File: src/design/ordq_pkg.sv
// Package: command codes and control types for the overwriting ring deque.
`timescale 1ns / 1ps

package ordq_pkg;

   localparam int CMD_W = 3;

   typedef enum logic [CMD_W-1:0] {
      CMD_PUSH_FRONT = 3'd0,
      CMD_PUSH_BACK  = 3'd1,
      CMD_POP_FRONT  = 3'd2,
      CMD_POP_BACK   = 3'd3,
      CMD_READ       = 3'd4,
      CMD_SET_LEN    = 3'd5
   } cmd_type;

   // Decoded action of one command.
   typedef struct packed {
      logic mem_wr;
      logic mem_rd;
      logic err;
   } exec_ctl_type;

endpackage

File: src/design/ordq_if.sv
// Interfaces: command channel and result channel of the ring deque.
`timescale 1ns / 1ps

interface ordq_req_if #(
   parameter int DATA_W = 32,
   parameter int POS_W  = 5
);
   logic                       valid;
   logic                       ready;
   logic [ordq_pkg::CMD_W-1:0] cmd;
   logic [DATA_W-1:0]          data;
   logic [POS_W-1:0]           position;

   modport source (output valid, cmd, data, position, input ready);
   modport sink   (input valid, cmd, data, position, output ready);
endinterface

interface ordq_rsp_if #(
   parameter int DATA_W = 32,
   parameter int CNT_W  = 5
);
   logic              valid;
   logic              ready;
   logic [DATA_W-1:0] read_data;
   logic [CNT_W-1:0]  count;
   logic              is_full;
   logic              error;

   modport source (output valid, read_data, count, is_full, error, input ready);
   modport sink   (input valid, read_data, count, is_full, error, output ready);
endinterface

File: src/design/overwriting_ring_deque_top.sv
// Top level: overwriting ring deque with one synchronous store memory.
`timescale 1ns / 1ps

// channel   dir  fields                                  accepted when
// req_ch    in   cmd, data, position                     valid && ready
// rsp_ch    out  read_data, count, is_full, error        valid && ready
//
// One item per cycle sustained while the result side does not stall; each result passes stage 1 and the output stage.
// The store is one memory with a registered read; head and length are
// updated in the accept cycle, so no forwarding is needed between items.
// Reset (synchronous) clears head, length and the two stage valid bits only.
// A stalled result stage holds; the command side stalls only when both stages are full.
module overwriting_ring_deque_top #(
   parameter int DEPTH = 16,
   parameter int WIDTH = 32
) (
   input  logic        clock,
   input  logic        reset,
   ordq_req_if.sink    req_ch,
   ordq_rsp_if.source  rsp_ch
);
   localparam int ADDR_W = $clog2(DEPTH);
   localparam int CNT_W  = $clog2(DEPTH+1);
   localparam logic [CNT_W-1:0] FULL_LEN = CNT_W'(DEPTH);

   logic [WIDTH-1:0] store_mem [DEPTH];
   logic [WIDTH-1:0] rdata_ff;

   logic [ADDR_W-1:0] head_ff, head_in;
   logic [CNT_W-1:0]  len_ff, len_in;

   logic              s1_valid_ff, s1_valid_in;
   logic              s1_rd_ff;
   logic              s1_err_ff;
   logic [CNT_W-1:0]  s1_len_ff;

   logic              out_valid_ff, out_valid_in;
   logic [WIDTH-1:0]  out_data_ff;
   logic [CNT_W-1:0]  out_cnt_ff;
   logic              out_full_ff;
   logic              out_err_ff;

   logic              accept;
   logic              s1_go;
   logic [ADDR_W-1:0] mem_addr;
   ordq_pkg::exec_ctl_type ctl;

   ordq_exec #(.DEPTH(DEPTH)) u_exec (
      .cmd         (req_ch.cmd),
      .position    (req_ch.position),
      .head        (head_ff),
      .length      (len_ff),
      .head_next   (head_in),
      .length_next (len_in),
      .mem_addr    (mem_addr),
      .ctl         (ctl)
   );

   assign s1_go        = !out_valid_ff || rsp_ch.ready;
   assign req_ch.ready = !s1_valid_ff || s1_go;
   assign accept       = req_ch.valid && req_ch.ready;
   assign s1_valid_in  = accept || (s1_valid_ff && !s1_go);
   assign out_valid_in = (s1_valid_ff && s1_go) || (out_valid_ff && !rsp_ch.ready);

   // store memory: write for pushes, registered read for reads
   always_ff @(posedge clock) begin
      if (accept && ctl.mem_wr) begin
         store_mem[mem_addr] <= req_ch.data;
      end
      if (accept && ctl.mem_rd) begin
         rdata_ff <= store_mem[mem_addr];
      end
   end

   always_ff @(posedge clock) begin
      if (reset) begin
         head_ff      <= '0;
         len_ff       <= '0;
         s1_valid_ff  <= 1'b0;
         out_valid_ff <= 1'b0;
      end else begin
         s1_valid_ff  <= s1_valid_in;
         out_valid_ff <= out_valid_in;
         if (accept) begin
            head_ff <= head_in;
            len_ff  <= len_in;
         end
      end
   end

   always_ff @(posedge clock) begin
      if (accept) begin
         s1_rd_ff  <= ctl.mem_rd;
         s1_err_ff <= ctl.err;
         s1_len_ff <= len_in;
      end
      if (s1_valid_ff && s1_go) begin
         out_data_ff <= s1_rd_ff ? rdata_ff : '0;
         out_cnt_ff  <= s1_len_ff;
         out_full_ff <= (s1_len_ff == FULL_LEN);
         out_err_ff  <= s1_err_ff;
      end
   end

   assign rsp_ch.valid     = out_valid_ff;
   assign rsp_ch.read_data = out_data_ff;
   assign rsp_ch.count     = out_cnt_ff;
   assign rsp_ch.is_full   = out_full_ff;
   assign rsp_ch.error     = out_err_ff;

endmodule

File: src/design/ordq_exec.sv
// Command decode: next head, next length, memory address and error for one item.
`timescale 1ns / 1ps

module ordq_exec #(
   parameter int DEPTH = 16
) (
   input  logic [ordq_pkg::CMD_W-1:0]  cmd,
   input  logic [$clog2(DEPTH+1)-1:0]  position,
   input  logic [$clog2(DEPTH)-1:0]    head,
   input  logic [$clog2(DEPTH+1)-1:0]  length,
   output logic [$clog2(DEPTH)-1:0]    head_next,
   output logic [$clog2(DEPTH+1)-1:0]  length_next,
   output logic [$clog2(DEPTH)-1:0]    mem_addr,
   output ordq_pkg::exec_ctl_type      ctl
);
   localparam int ADDR_W = $clog2(DEPTH);
   localparam int CNT_W  = $clog2(DEPTH+1);
   localparam logic [CNT_W-1:0]  FULL_LEN = CNT_W'(DEPTH);
   localparam logic [ADDR_W-1:0] ONE_ADDR = ADDR_W'(1);
   localparam logic [CNT_W-1:0]  ONE_LEN  = CNT_W'(1);

   logic full;
   logic empty;

   assign full  = (length == FULL_LEN);
   assign empty = (length == '0);

   always_comb begin
      head_next   = head;
      length_next = length;
      mem_addr    = head;
      ctl         = '0;
      unique case (ordq_pkg::cmd_type'(cmd))
         ordq_pkg::CMD_PUSH_FRONT: begin
            // when full, the new front lands on the old back entry
            head_next   = head - ONE_ADDR;
            mem_addr    = head - ONE_ADDR;
            length_next = full ? length : length + ONE_LEN;
            ctl.mem_wr  = 1'b1;
         end
         ordq_pkg::CMD_PUSH_BACK: begin
            mem_addr   = head + length[ADDR_W-1:0];
            ctl.mem_wr = 1'b1;
            if (full) begin
               head_next = head + ONE_ADDR;
            end else begin
               length_next = length + ONE_LEN;
            end
         end
         ordq_pkg::CMD_POP_FRONT: begin
            if (empty) begin
               ctl.err = 1'b1;
            end else begin
               head_next   = head + ONE_ADDR;
               length_next = length - ONE_LEN;
            end
         end
         ordq_pkg::CMD_POP_BACK: begin
            if (empty) begin
               ctl.err = 1'b1;
            end else begin
               length_next = length - ONE_LEN;
            end
         end
         ordq_pkg::CMD_READ: begin
            mem_addr = head + position[ADDR_W-1:0];
            if (position >= length) begin
               ctl.err = 1'b1;
            end else begin
               ctl.mem_rd = 1'b1;
            end
         end
         ordq_pkg::CMD_SET_LEN: begin
            if (position > FULL_LEN) begin
               ctl.err = 1'b1;
            end else begin
               length_next = position;
            end
         end
         default: begin
            ctl.err = 1'b1;
         end
      endcase
   end

endmodule

File: src/flat_wrapper.sv
// flat-port wrapper written by rule: the top's interface ports become plain ports
module overwriting_ring_deque_top_flat 
#(
   parameter int DEPTH = 16,
   parameter int WIDTH = 32
)
  (clock, reset, req_ch_valid, req_ch_cmd, req_ch_data, req_ch_position, req_ch_ready, rsp_ch_valid, rsp_ch_read_data, rsp_ch_count, rsp_ch_is_full, rsp_ch_error, rsp_ch_ready);
  ordq_req_if #(.DATA_W(32), .POS_W(5)) req_ch_i ();
  ordq_rsp_if #(.DATA_W(32), .CNT_W(5)) rsp_ch_i ();
  input  logic clock;
  input  logic reset;
  input wire logic [$bits(req_ch_i.valid)-1:0] req_ch_valid;
  input wire logic [$bits(req_ch_i.cmd)-1:0] req_ch_cmd;
  input wire logic [$bits(req_ch_i.data)-1:0] req_ch_data;
  input wire logic [$bits(req_ch_i.position)-1:0] req_ch_position;
  output wire logic [$bits(req_ch_i.ready)-1:0] req_ch_ready;
  output wire logic [$bits(rsp_ch_i.valid)-1:0] rsp_ch_valid;
  output wire logic [$bits(rsp_ch_i.read_data)-1:0] rsp_ch_read_data;
  output wire logic [$bits(rsp_ch_i.count)-1:0] rsp_ch_count;
  output wire logic [$bits(rsp_ch_i.is_full)-1:0] rsp_ch_is_full;
  output wire logic [$bits(rsp_ch_i.error)-1:0] rsp_ch_error;
  input wire logic [$bits(rsp_ch_i.ready)-1:0] rsp_ch_ready;
  assign req_ch_i.valid = req_ch_valid;
  assign req_ch_i.cmd = req_ch_cmd;
  assign req_ch_i.data = req_ch_data;
  assign req_ch_i.position = req_ch_position;
  assign req_ch_ready = req_ch_i.ready;
  assign rsp_ch_valid = rsp_ch_i.valid;
  assign rsp_ch_read_data = rsp_ch_i.read_data;
  assign rsp_ch_count = rsp_ch_i.count;
  assign rsp_ch_is_full = rsp_ch_i.is_full;
  assign rsp_ch_error = rsp_ch_i.error;
  assign rsp_ch_i.ready = rsp_ch_ready;
  overwriting_ring_deque_top #(.DEPTH(DEPTH), .WIDTH(WIDTH)) u_core (.clock(clock), .reset(reset), .req_ch(req_ch_i), .rsp_ch(rsp_ch_i));
endmodule
File: config.mk
export PLATFORM = sky130hd
export DESIGN_NAME = overwriting_ring_deque_top_flat
export DESIGN_NICKNAME = d
export VERILOG_FILES = /design/src/design/ordq_pkg.sv /design/src/design/ordq_if.sv /design/src/design/overwriting_ring_deque_top.sv /design/src/design/ordq_exec.sv /design/src/flat_wrapper.sv
export SDC_FILE = /design/constraint.sdc
export NUM_CORES = 1
export LEC_CHECK = 0
export BUFFER_PORTS_ARGS = -buffer_cell sky130_fd_sc_hd__buf_2
export CAP_MARGIN = 20
export CORE_MARGIN = 2
export CORE_UTILIZATION = 55
export CTS_CLUSTER_DIAMETER = 80
export CTS_CLUSTER_SIZE = 20
export DETAILED_ROUTE_END_ITERATION = 7
export PLACE_DENSITY = 0.76
export SLEW_MARGIN = 40
export SYNTH_ARGS = -nofsm -noshare
export SYNTH_HDL_FRONTEND = slang
export SYNTH_SLANG_ARGS = --single-unit
File: constraint.sdc
create_clock -name clock -period 6.8 [get_ports clock]
set_input_delay 1.02 -clock clock [delete_from_list [all_inputs] [get_ports clock]]
set_output_delay 1.02 -clock clock [all_outputs]
set_load 0.02 [all_outputs]
==> results.sh, run 1 <==
export IMPL_grt_pass1_vias=12157
export IMPL_max_freq_mhz=211.5
export IMPL_clkLatencyLatePin_ps=550
export IMPL_p_total_w=0.006991
export IMPL_clockBufferDepth=3
export IMPL_fin_crit_sh_pct=69.53
export IMPL_endpoint_kind="flop"
export IMPL_start_kind="input port"
export IMPL_max_slew_margin_pct=43.74
export IMPL_cp_common_cell="mux2i_1"
export IMPL_crit_chain="buf_2, nor2_1, nand2_1, o21ai_0, ha_1, inv_1, fa_1, mux2i_1, a221oi_2, nand2_8, buf_12, buf_16, mux2i_1, a22oi_1, nand2_1, mux2i_1"
export IMPL_final_util_pct=61.06
export IMPL_cts_resized=0
export IMPL_worstMarginPinSlew_ps=839.4
export IMPL_remaining_drc_errors=0
export IMPL_path_max_fanout=82
export IMPL_ctsHtreeMaxLevel=2
export IMPL_core_sq_um=42980
export IMPL_min_path_type="flop to flop"
export IMPL_drive_above_1_share_pct=13.31
export IMPL_vias=12264
export IMPL_top_layer="met4"
export IMPL_grt_antenna_before_repair=1
export IMPL_route_met2_wl_mm=24.15
export IMPL_ir_drop_uv=148.6
export IMPL_clockRootBuffer="clkbuf_16"
export IMPL_die_w_microns=212.3
export IMPL_ys_ff_latch=601
export IMPL_period_needed_ps=4728
export IMPL_synthArstFlopShare_pct=0
export IMPL_synth_top_cell_area_share_pct=74.27
export IMPL_ios=85
export IMPL_row_count=76
export IMPL_rsz0062_at_grt="no"
export IMPL_syn_inst=1385
export IMPL_cp_num_buf_inv=4
export IMPL_clock_skew_ps=16.90
export IMPL_io_buffers=84
export IMPL_wl_met3_mm=2.366
export IMPL_synth_area_leader_cell="edfxtp_1"
export IMPL_drt_total_wl_mm=48.11
export IMPL_yosysSeqAreaShare_pct=75.20
export IMPL_status="finished clean"
export IMPL_area_delta_synth_final_pct=10.01
export IMPL_met1_length_mm=20.39
export IMPL_fill_cells=3106
export IMPL_worstPathArrival_ps=5130
export IMPL_cp_top_family="compound AO/OA/AOI/OAI gates"
export IMPL_cp_required_ps=7200
export IMPL_die_y_microns=212.3
export IMPL_ant_nets=0
export IMPL_post_dp_hpwl_mm=26.67
export IMPL_total_leakage_power_nw=8.536
export IMPL_synth_edf_count=590
export IMPL_maxSlewViolCount=0
export IMPL_overflow=0
export IMPL_via_per_inst=5.936
export IMPL_ys_warn_count=0
export IMPL_cts_tree="done"
export IMPL_start_util_pct=55.50
export IMPL_drtIter0Drc=1238
export IMPL_crit_slowest_cell="a221oi_2"
export IMPL_maxCapViolations=0
export IMPL_slowest_delay_ps=540
export IMPL_avgSynthCellArea_sq_um=17.22
export IMPL_syn_area_sq_um=23850
export IMPL_track_usage_pct=21.64
export IMPL_place_congestion=0.8265
export IMPL_dieArea_sq_um=45050
export IMPL_fin_tns_setup_ps=0
export IMPL_grt_first_pass_wirelength_mm=72.76
export IMPL_synth_area_leaders="edfxtp_1 (74%), mux2i_1 (12%), a22oi_1 (4.1%)"
export IMPL_criticalPathCategory="input port to flop"
export IMPL_p_per_area_nw_per_um2=266.4
export IMPL_wl_per_cell_microns=23.29
export IMPL_setup_violations=0
export IMPL_cts_buffers=37
export IMPL_ys_types=52
export IMPL_nNetsFinal=1530
export IMPL_grt_max_degree=83
export IMPL_hold_viol_final=0
export IMPL_ys_flop_type="edfxtp_1"
export IMPL_cts_setup_buffers=0
export IMPL_cts_sinks=601
export IMPL_clk_pin_slew_ps=80
export IMPL_cts_hold_buffers_added=0
export IMPL_first_pass_iters=5
export IMPL_synth_fp_nets=1442
flip-flops by register name, indices dropped and copies added, names as in the netlist, 4 cells and up:
name                     flops
u_core.store_mem           512
u_core.rdata_ff             32
u_core.rsp_ch.read_data     32
u_core.len_ff                5
u_core.rsp_ch.count          5
u_core.s1_len_ff             5
u_core.head_ff               4
cells by family (layout without fill, tap and decap cells):
group,after synthesis,count (layout),synth area share (%)
flip-flops,601,601,75.20
multiplexers,293,293,12.31
AND/OR/NAND/NOR,193,193,3.897
AO/OA/AOI/OAI,188,188,5.696
buffers and inverters,87,182,1.820
adder cells (fa/ha/maj),14,14,0.7553
XOR/XNOR,9,9,0.3304
other,0,1,0
worst register-to-register path: cells and delay by family, from the launching register on:
kind / cells / cell delay (ps)
compound gates: 3 / 940
buf+inv: 3 / 800
fa+ha+maj: 2 / 740
flops: 1 / 590
simple gates: 3 / 500
mux: 3 / 480
cell usage after synthesis (5+ instances only):
cell,instances
nor2_2,5
a21o_1,5
nand2_1,85
mux2i_1,291
xnor2_1,5
clkbuf_1,7
nand3_1,7
edfxtp_1,590
and2_1,33
inv_1,16
buf_4,6
a22oi_1,129
buf_2,56
o31ai_1,5
nor3_1,23
ha_1,12
nand2b_1,5
o21ai_0,14
nor2_1,15
dfxtp_1,11
a21oi_1,17
cells in the final DEF, fill, tap and decap left out, types with 4 or more instances in the layout:
master	Yosys	final
a21o_1	5	5
a21oi_1	17	17
a22oi_1	129	129
and2_1	33	33
buf_12	0	8
buf_2	56	84
buf_4	6	22
clkbuf_16	0	37
dfxtp_1	11	11
edfxtp_1	590	590
ha_1	12	12
inv_1	16	16
mux2i_1	291	291
nand2_1	85	85
nand2b_1	5	5
nand3_1	7	7
nand4_1	4	4
nor2_1	15	15
nor2_4	0	4
nor3_1	23	7
nor3_2	0	16
o21ai_0	14	14
o31ai_1	5	5
or3_1	4	4
xnor2_1	5	4
layout make-up:
class                      count  area, sq um  area share, %
tap                          585        732.0          2.789
antenna                        1        2.502       0.009536
timing repair buffer         120        873.3          3.328
multi-input combinational    697         5637          21.48
clock buffer                  40        937.1          3.571
sequential                   601        17940          68.35
inverter                      16        60.06         0.2289
clock inverter                 6        63.81         0.2432
layer usage:
metal,vias to the layer above,global-route usage (%)
met2,367,37.17
met1,6225,29.49
met5,-,0
li1,5596,-
met4,0,6.221
met3,76,2.422
where the power goes:
| group | internal (W) | leakage [nW] | switching [W] |
|---|---|---|---|
| clock | 0.00100 | 0.488 | 0.00113 |
| sequential | 0.00412 | 5.43 | 0.0000183 |
| combinational | 0.000275 | 2.62 | 0.000451 |
worst paths after layout:
path                            depth (start not counted)        startpoint             endpoint  slack [ps]
worst max-delay path                                   16     req_ch_cmd[1]  u_core.rdata_ff[17]        2070
worst min-delay path                                    0  u_core.s1_err_ff  u_core.rsp_ch.error         430
worst max register to register                         14  u_core.len_ff[0]  u_core.rdata_ff[17]        2620
worst min register to register                          0  u_core.s1_err_ff  u_core.rsp_ch.error         430
metrics by stage:
stage	cell area, sq um	hold WS, ps	instances	worst slack [ps]
2_1_floorplan	23850	400.3	1385	700.2
3_3_place_gp	25100	400.6	2013	1511
3_5_place_dp	25220	408.3	2018	1587
4_1_cts	26220	427.5	2064	2142
5_1_grt	26240	430.6	2066	1804
6_report	26240	429.6	2066	2072
Power figures use the tool's default switching activity.
==> run 2: changes to the inputs <==
--- a/config.mk
+++ b/config.mk
@@ -12,7 +12,7 @@
 export CTS_CLUSTER_DIAMETER = 80
 export CTS_CLUSTER_SIZE = 20
 export DETAILED_ROUTE_END_ITERATION = 7
-export PLACE_DENSITY = 0.76
+export PLACE_DENSITY = 0.79
 export SLEW_MARGIN = 40
 export SYNTH_ARGS = -nofsm -noshare
 export SYNTH_HDL_FRONTEND = slang
==> constraint.sdc (replaced) <==
create_clock -name clock -period 3.85 [get_ports clock]
set_input_delay 0.5775 -clock clock [delete_from_list [all_inputs] [get_ports clock]]
set_output_delay 0.5775 -clock clock [all_outputs]
set_load 0.02 [all_outputs]
==> run 2 against run 1 <==
Net effect: sequential power grew 77%; non-clock buffer count grew 39; via count grew 2.6%; global-route usage grew 0.67 points; die area is the same; combinational power grew 96%; critical path type is now flop to flop.
==> results.sh, run 2 (synthesis gave the netlist of run 1 again) <==
export IMPL_status="finished clean"
export IMPL_remaining_drc_errors=0
export IMPL_hold_viol_final=0
export IMPL_crit_chain="nand2_1, o21ai_0, ha_1, inv_1, fa_1, mux2i_1, a221oi_2, buf_4, nand2_8, buf_12, buf_12, mux2i_1, a22oi_1, nand2_1, mux2i_1"
export IMPL_grt_first_pass_wirelength_mm=74.74
export IMPL_cp_top_family="adder cells"
export IMPL_clock_skew_ps=28.68
export IMPL_grt_antenna_before_repair=1
export IMPL_vias=12587
export IMPL_start_kind="flop"
export IMPL_criticalPathCategory="flop to flop"
export IMPL_grt_pass1_vias=12589
export IMPL_max_freq_mhz=285.0
export IMPL_start_util_pct=55.50
export IMPL_crit_slowest_cell="dfxtp_1"
export IMPL_ant_nets=0
export IMPL_ir_drop_uv=272.9
export IMPL_min_path_type="input port to flop"
export IMPL_cp_startpoint="u_core.len_ff[0]"
export IMPL_fin_crit_sh_pct=91.13
export IMPL_cts_hold_buffers_added=0
export IMPL_setup_violations=0
export IMPL_overflow=0
export IMPL_place_congestion=0.8766
export IMPL_drtIter0Drc=1386
export IMPL_cp_endpoint="u_core.rdata_ff[16]"
export IMPL_area_delta_synth_final_pct=12.86
export IMPL_endpoint_kind="flop"
export IMPL_die_w_microns=212.3
export IMPL_core_sq_um=42980
export IMPL_dieArea_sq_um=45050
export IMPL_ctsHtreeMaxLevel=2
export IMPL_cts_tree="done"
export IMPL_cts_setup_buffers=0
export IMPL_timing_rr_start="u_core.len_ff[0]"
export IMPL_cp_common_cell="mux2i_1"
export IMPL_dp_cells=2058
export IMPL_cts_resized=0
export IMPL_drive_above_1_share_pct=15.79
export IMPL_max_slew_margin_pct=57.10
export IMPL_final_common_cell="edfxtp_1"
export IMPL_ios=85
export IMPL_instances_no_fill=2106
export IMPL_nNetsFinal=1568
export IMPL_r2r_end="u_core.rdata_ff[16]"
export IMPL_clockRootBuffer="clkbuf_16"
export IMPL_period_needed_ps=3508
export IMPL_fin_area_sq_um=26920
export IMPL_worstPathArrival_ps=3860
export IMPL_cp_required_ps=4200
export IMPL_wl_per_cell_microns=23.59
export IMPL_io_buffers=84
export IMPL_r2r_setup_slack_ps=340
export IMPL_total_leakage_power_nw=8.882
export IMPL_first_pass_iters=5
export IMPL_cts_buffers=36
export IMPL_fill_cells=2981
export IMPL_largest_reg_flops=512
export IMPL_clk_pin_slew_ps=80
export IMPL_rsz0062_at_grt="no"
export IMPL_path_max_fanout=31
export IMPL_cp_num_buf_inv=4
export IMPL_place_area_sq_um=25950
export IMPL_p_total_w=0.01239
export IMPL_via_per_inst=5.977
export IMPL_clkLatencyLatePin_ps=560
export IMPL_maxCapViolations=0
export IMPL_die_y_microns=212.3
export IMPL_post_dp_hpwl_mm=29.74
export IMPL_maxSlewViolCount=0
export IMPL_track_usage_pct=22.30
export IMPL_row_count=76
export IMPL_most_common_layout_cells="edfxtp_1 (590), mux2i_1 (291), a22oi_1 (129), buf_2 (84), nand2_1 (83)"
export IMPL_drt_total_wl_mm=49.68
export IMPL_worstMarginPinSlew_ps=643.6
export IMPL_clockBufferDepth=3
export IMPL_p_per_area_nw_per_um2=460.4
export IMPL_top_register="u_core.store_mem"
export IMPL_grt_max_degree=41
export IMPL_slowest_delay_ps=550
export IMPL_worstSetupPathDepth=15
export IMPL_ff2ff_path_depth=15
export IMPL_cts_sinks=601
==> run 2: worst min path at each step <==
stage	cells after the start	from	to
2_1_floorplan	0	u_core.s1_err_ff	u_core.rsp_ch.error
5_1_grt	3	req_ch_valid	u_core.s1_valid_ff
4_1_cts	3	req_ch_valid	u_core.s1_valid_ff
6_report	3	req_ch_valid	u_core.s1_valid_ff
3_3_place_gp	0	u_core.s1_err_ff	u_core.rsp_ch.error
3_5_place_dp	0	u_core.s1_err_ff	u_core.rsp_ch.error
==> run 2: worst reg2reg max path, cell delays in order (launching register included) <==
cell	delay (ps)
dfxtp_1	550
nand2_1	110
o21ai_0	110
ha_1	210
inv_1	60
fa_1	530
mux2i_1	90
a221oi_2	270
buf_4	180
nand2_8	90
buf_12	210
buf_12	240
mux2i_1	170
a22oi_1	210
nand2_1	70
mux2i_1	220
==> run 2: layout make-up <==
type	count	area, sq um	area share (%)
Antenna cell	1	2.502	0.009295
Clock buffer	43	927.1	3.444
Clock inverter	4	45.04	0.1673
Inverter	16	60.06	0.2231
Multi-Input combinational cell	697	5822	21.62
Sequential cell	601	17940	66.63
Tap cell	585	732.0	2.719
Timing Repair Buffer	159	1396	5.187
==> run 2: per-layer routing <==
metal | GRT usage [%] | part of all wire, %
met4 | 6.728 | 2.5
met3 | 2.910 | 6.0
met5 | 0 | 0
met2 | 38.86 | 51
met1 | 29.51 | 40
==> run 2: metrics by stage <==
step	setup slack (ps)	util (%)	TNS, ps	hold slack, ps
after CTS	333.0	62.63	0	239.7
after detailed placement	-45.03	60.37	-302.7	414.7
after floorplan	-470.1	-	-148040	400.3
after global placement	8.142	60.37	0	415.6
after global routing	75.17	62.63	0	256.0
final	341.6	62.64	0	255.5
==> run 2: report_power, final <==
part           switching, W  internal, W
Sequential        0.0000341      0.00727
Clock               0.00195      0.00172
Combinational      0.000867     0.000552
==> run 3: changes to the inputs <==
--- a/config.mk
+++ b/config.mk
@@ -16,4 +16,5 @@
 export SLEW_MARGIN = 40
 export SYNTH_ARGS = -nofsm -noshare
 export SYNTH_HDL_FRONTEND = slang
+export SYNTH_HIERARCHICAL = 1
 export SYNTH_SLANG_ARGS = --single-unit
==> run 3 against run 2 <==
Net effect: sequential share of layout area grew 1.5 points; clock power grew 5%; hold slack gained 72 ps; critical path type unchanged; largest cell class unchanged; highest routed layer is now met5.
==> results.sh, run 3 <==
export IMPL_status="finished clean"
export IMPL_holdPathStages=2
export IMPL_synth_commonest_cells="edfxtp_1 (590), mux4_2 (128), a22oi_1 (70), nand2_1 (49), clkbuf_1 (38)"
export IMPL_yosys_area_share_adder_pct=0.7263
export IMPL_clkLatencyLatePin_ps=570
export IMPL_r2r_end="u_core/rdata_ff[17]"
export IMPL_grt_first_pass_wirelength_mm=74.78
export IMPL_synth_most_common_cell="edfxtp_1"
export IMPL_grt_antenna_before_repair=2
export IMPL_synth_area_leader_cell="edfxtp_1"
export IMPL_via_per_inst=6.439
export IMPL_nNetsFinal=1330
export IMPL_synth_top_family_by_area="multiplexers"
export IMPL_row_count=75
export IMPL_wl_per_cell_microns=26.99
export IMPL_timing_rr_start="u_core/head_ff[0]"
export IMPL_hp_start="reset"
export IMPL_period_needed_ps=3429
export IMPL_start_kind="flop"
export IMPL_cts_tree="done"
export IMPL_r2r_setup_slack_ps=420
export IMPL_first_pass_iters=5
export IMPL_synthSimpleGateAreaFrac_pct=3.760
export IMPL_top_register="u_core/store_mem"
export IMPL_setup_violations=0
export IMPL_cts_buffers=37
export IMPL_post_dp_hpwl_mm=29.15
export IMPL_drt_total_wl_mm=49.15
export IMPL_cts_setup_buffers=0
export IMPL_yosysSeqAreaShare_pct=76.56
export IMPL_p_int_w=0.009642
export IMPL_cp_required_ps=4280
export IMPL_ys_flop_type="edfxtp_1"
export IMPL_netSwitchingFraction_pct=21.77
export IMPL_cts_resized=0
export IMPL_min_path_type="input port to flop"
export IMPL_dieArea_sq_um=44260
export IMPL_hold_end="u_core/rsp_ch.valid"
export IMPL_max_slew_margin_pct=57.46
export IMPL_ant_nets=0
export IMPL_start_util_pct=55.73
export IMPL_criticalPathCategory="flop to flop"
export IMPL_ios=85
export IMPL_holdWs_ps=327.3
export IMPL_final_common_cell="edfxtp_1"
export IMPL_p_per_area_nw_per_um2=468.2
export IMPL_combPwrFrac_pct=9.6
export IMPL_drive_above_1_share_pct=28.88
export IMPL_worstMarginPinSlew_ps=638.0
export IMPL_io_buffers=84
export IMPL_clk_pin_slew_ps=90
export IMPL_final_util_pct=62.62
export IMPL_avgSynthCellArea_sq_um=20.42
export IMPL_grt_max_degree=40
export IMPL_power_share_sequential_pct=59.2
export IMPL_synth_top_cell_area_share_pct=75.62
export IMPL_track_usage_pct=22.95
export IMPL_cts_hold_buffers_added=0
export IMPL_drtIter0Drc=1176
export IMPL_ys_types=61
export IMPL_synth_fp_nets=1204
export IMPL_die_w_microns=210.4
export IMPL_clockBufferDepth=3
export IMPL_area_delta_synth_final_pct=12.36
export IMPL_overflow=0
export IMPL_maxCapViolations=0
export IMPL_total_leakage_power_nw=8.382
export IMPL_die_y_microns=210.4
export IMPL_synth_mux_area_fraction_pct=12.53
export IMPL_ir_drop_uv=361.9
export IMPL_largest_reg_flops=512
export IMPL_synth_area_leaders="edfxtp_1 (76%), mux4_2 (12%), a22oi_1 (2.2%)"
export IMPL_core_sq_um=42040
export IMPL_most_common_layout_cells="edfxtp_1 (590), mux4_2 (128), buf_2 (84), a22oi_1 (70), nand2_1 (47)"
export IMPL_cts_sinks=601
export IMPL_synthArstFlopShare_pct=0
export IMPL_endpoint_kind="flop"
export IMPL_vias=11726
export IMPL_max_freq_mhz=291.6
export IMPL_clock_skew_ps=27.20
export IMPL_ys_warn_count=6
export IMPL_path_max_fanout=12
export IMPL_synth_xor_area_share_pct=0.3739
export IMPL_hold_viol_final=0
export IMPL_ff2ff_path_depth=13
export IMPL_maxSlewViolCount=0
export IMPL_clock_power_share_pct=31.3
export IMPL_syn_area_sq_um=23430
export IMPL_clockRootBuffer="clkbuf_16"
export IMPL_syn_inst=1147
export IMPL_place_congestion=0.8793
export IMPL_worstPathArrival_ps=3860
export IMPL_p_switching_w=0.002684
export IMPL_grt_pass1_vias=11936
export IMPL_ctsHtreeMaxLevel=2
export IMPL_fin_crit_sh_pct=89.07
export IMPL_rsz0062_at_grt="no"
export IMPL_fill_cells=2788
export IMPL_synth_compound_area_share_pct=4.182
export IMPL_ys_ff_latch=601
export IMPL_remaining_drc_errors=0
export IMPL_synth_edf_count=590
[run 3: cell families (layout without fill, tap and decap cells)]
logic type | after synthesis | in the layout
compound gates | 141 | 141
xor+xnor | 10 | 10
fa+ha+maj | 13 | 13
flops | 601 | 601
simple gates | 162 | 162
other cells | 0 | 1
mux | 133 | 133
buf+inv | 87 | 221
[run 3: worst max path at each step]
stage                      start                     end  slack, ps  depth (start not counted)
2_1_floorplan      req_ch_cmd[1]  u_core/store_mem[1][0]       -400                         15
3_3_place_gp       req_ch_cmd[0]      u_core/rdata_ff[8]        -20                         14
3_5_place_dp       req_ch_cmd[0]     u_core/rdata_ff[17]         10                         17
4_1_cts        u_core/head_ff[0]     u_core/rdata_ff[17]        450                         13
5_1_grt        u_core/head_ff[0]     u_core/rdata_ff[17]        220                         13
6_report       u_core/head_ff[0]     u_core/rdata_ff[17]        420                         13
[run 3: worst max-delay path, stage by stage, from the launching register on]
cell	delay, ps
dfxtp_1	560
ha_1	250
inv_1	60
fa_1	370
xnor2_1	210
a21oi_1	90
o32a_1	190
o21ai_2	200
buf_4	180
buf_4	240
and2_2	390
buf_4	310
a22oi_1	130
nand2_1	100
[run 3: power by group through the flow]
stage | combinational, W | sequential (W) | clock (W)
5_1_grt | 0.00127 | 0.00730 | 0.00413
3_3_place_gp | 0.00114 | 0.00744 | 0
6_report | 0.00118 | 0.00730 | 0.00385
2_1_floorplan | 0.000780 | 0.00746 | 0
3_5_place_dp | 0.00118 | 0.00745 | 0
4_1_cts | 0.00119 | 0.00730 | 0.00394
[run 3: area by class of cell]
| cell class | instances | area [sq um] | share of cell area, % |
|---|---|---|---|
| Antenna cell | 1 | 2.502 | 0.009506 |
| Clock buffer | 43 | 991.0 | 3.764 |
| Clock inverter | 4 | 57.56 | 0.2186 |
| Inverter | 19 | 75.07 | 0.2852 |
| Multi-Input combinational cell | 459 | 5285 | 20.08 |
| Sequential cell | 601 | 17940 | 68.14 |
| Tap cell | 539 | 674.4 | 2.562 |
| Timing Repair Buffer | 155 | 1301 | 4.943 |
[run 3: per-stage QoR]
stage / power, W / worst slack (ps) / area (sq um) / instances / TNS (ps)
floorplan: 0.008244 / -402.3 / 23640 / 1147 / -89410
global placement: 0.008583 / -16.42 / 25230 / 1770 / -74.65
detailed placement: 0.008629 / 10.04 / 25270 / 1773 / 0
CTS: 0.01242 / 452.6 / 26320 / 1820 / 0
global route: 0.01270 / 220.6 / 26320 / 1820 / 0
finish: 0.01233 / 420.8 / 26320 / 1821 / 0
[run 3: routing by layer]
| layer | global-route usage, % | vias up | routed length, microns |
|---|---|---|---|
| met5 | 0 | - | 31 |
| met4 | 6.921 | 4 | 1249 |
| met3 | 3.561 | 82 | 3404 |
| met2 | 38.28 | 513 | 24610 |
| met1 | 31.85 | 6182 | 19850 |
| li1 | - | 4945 | - |
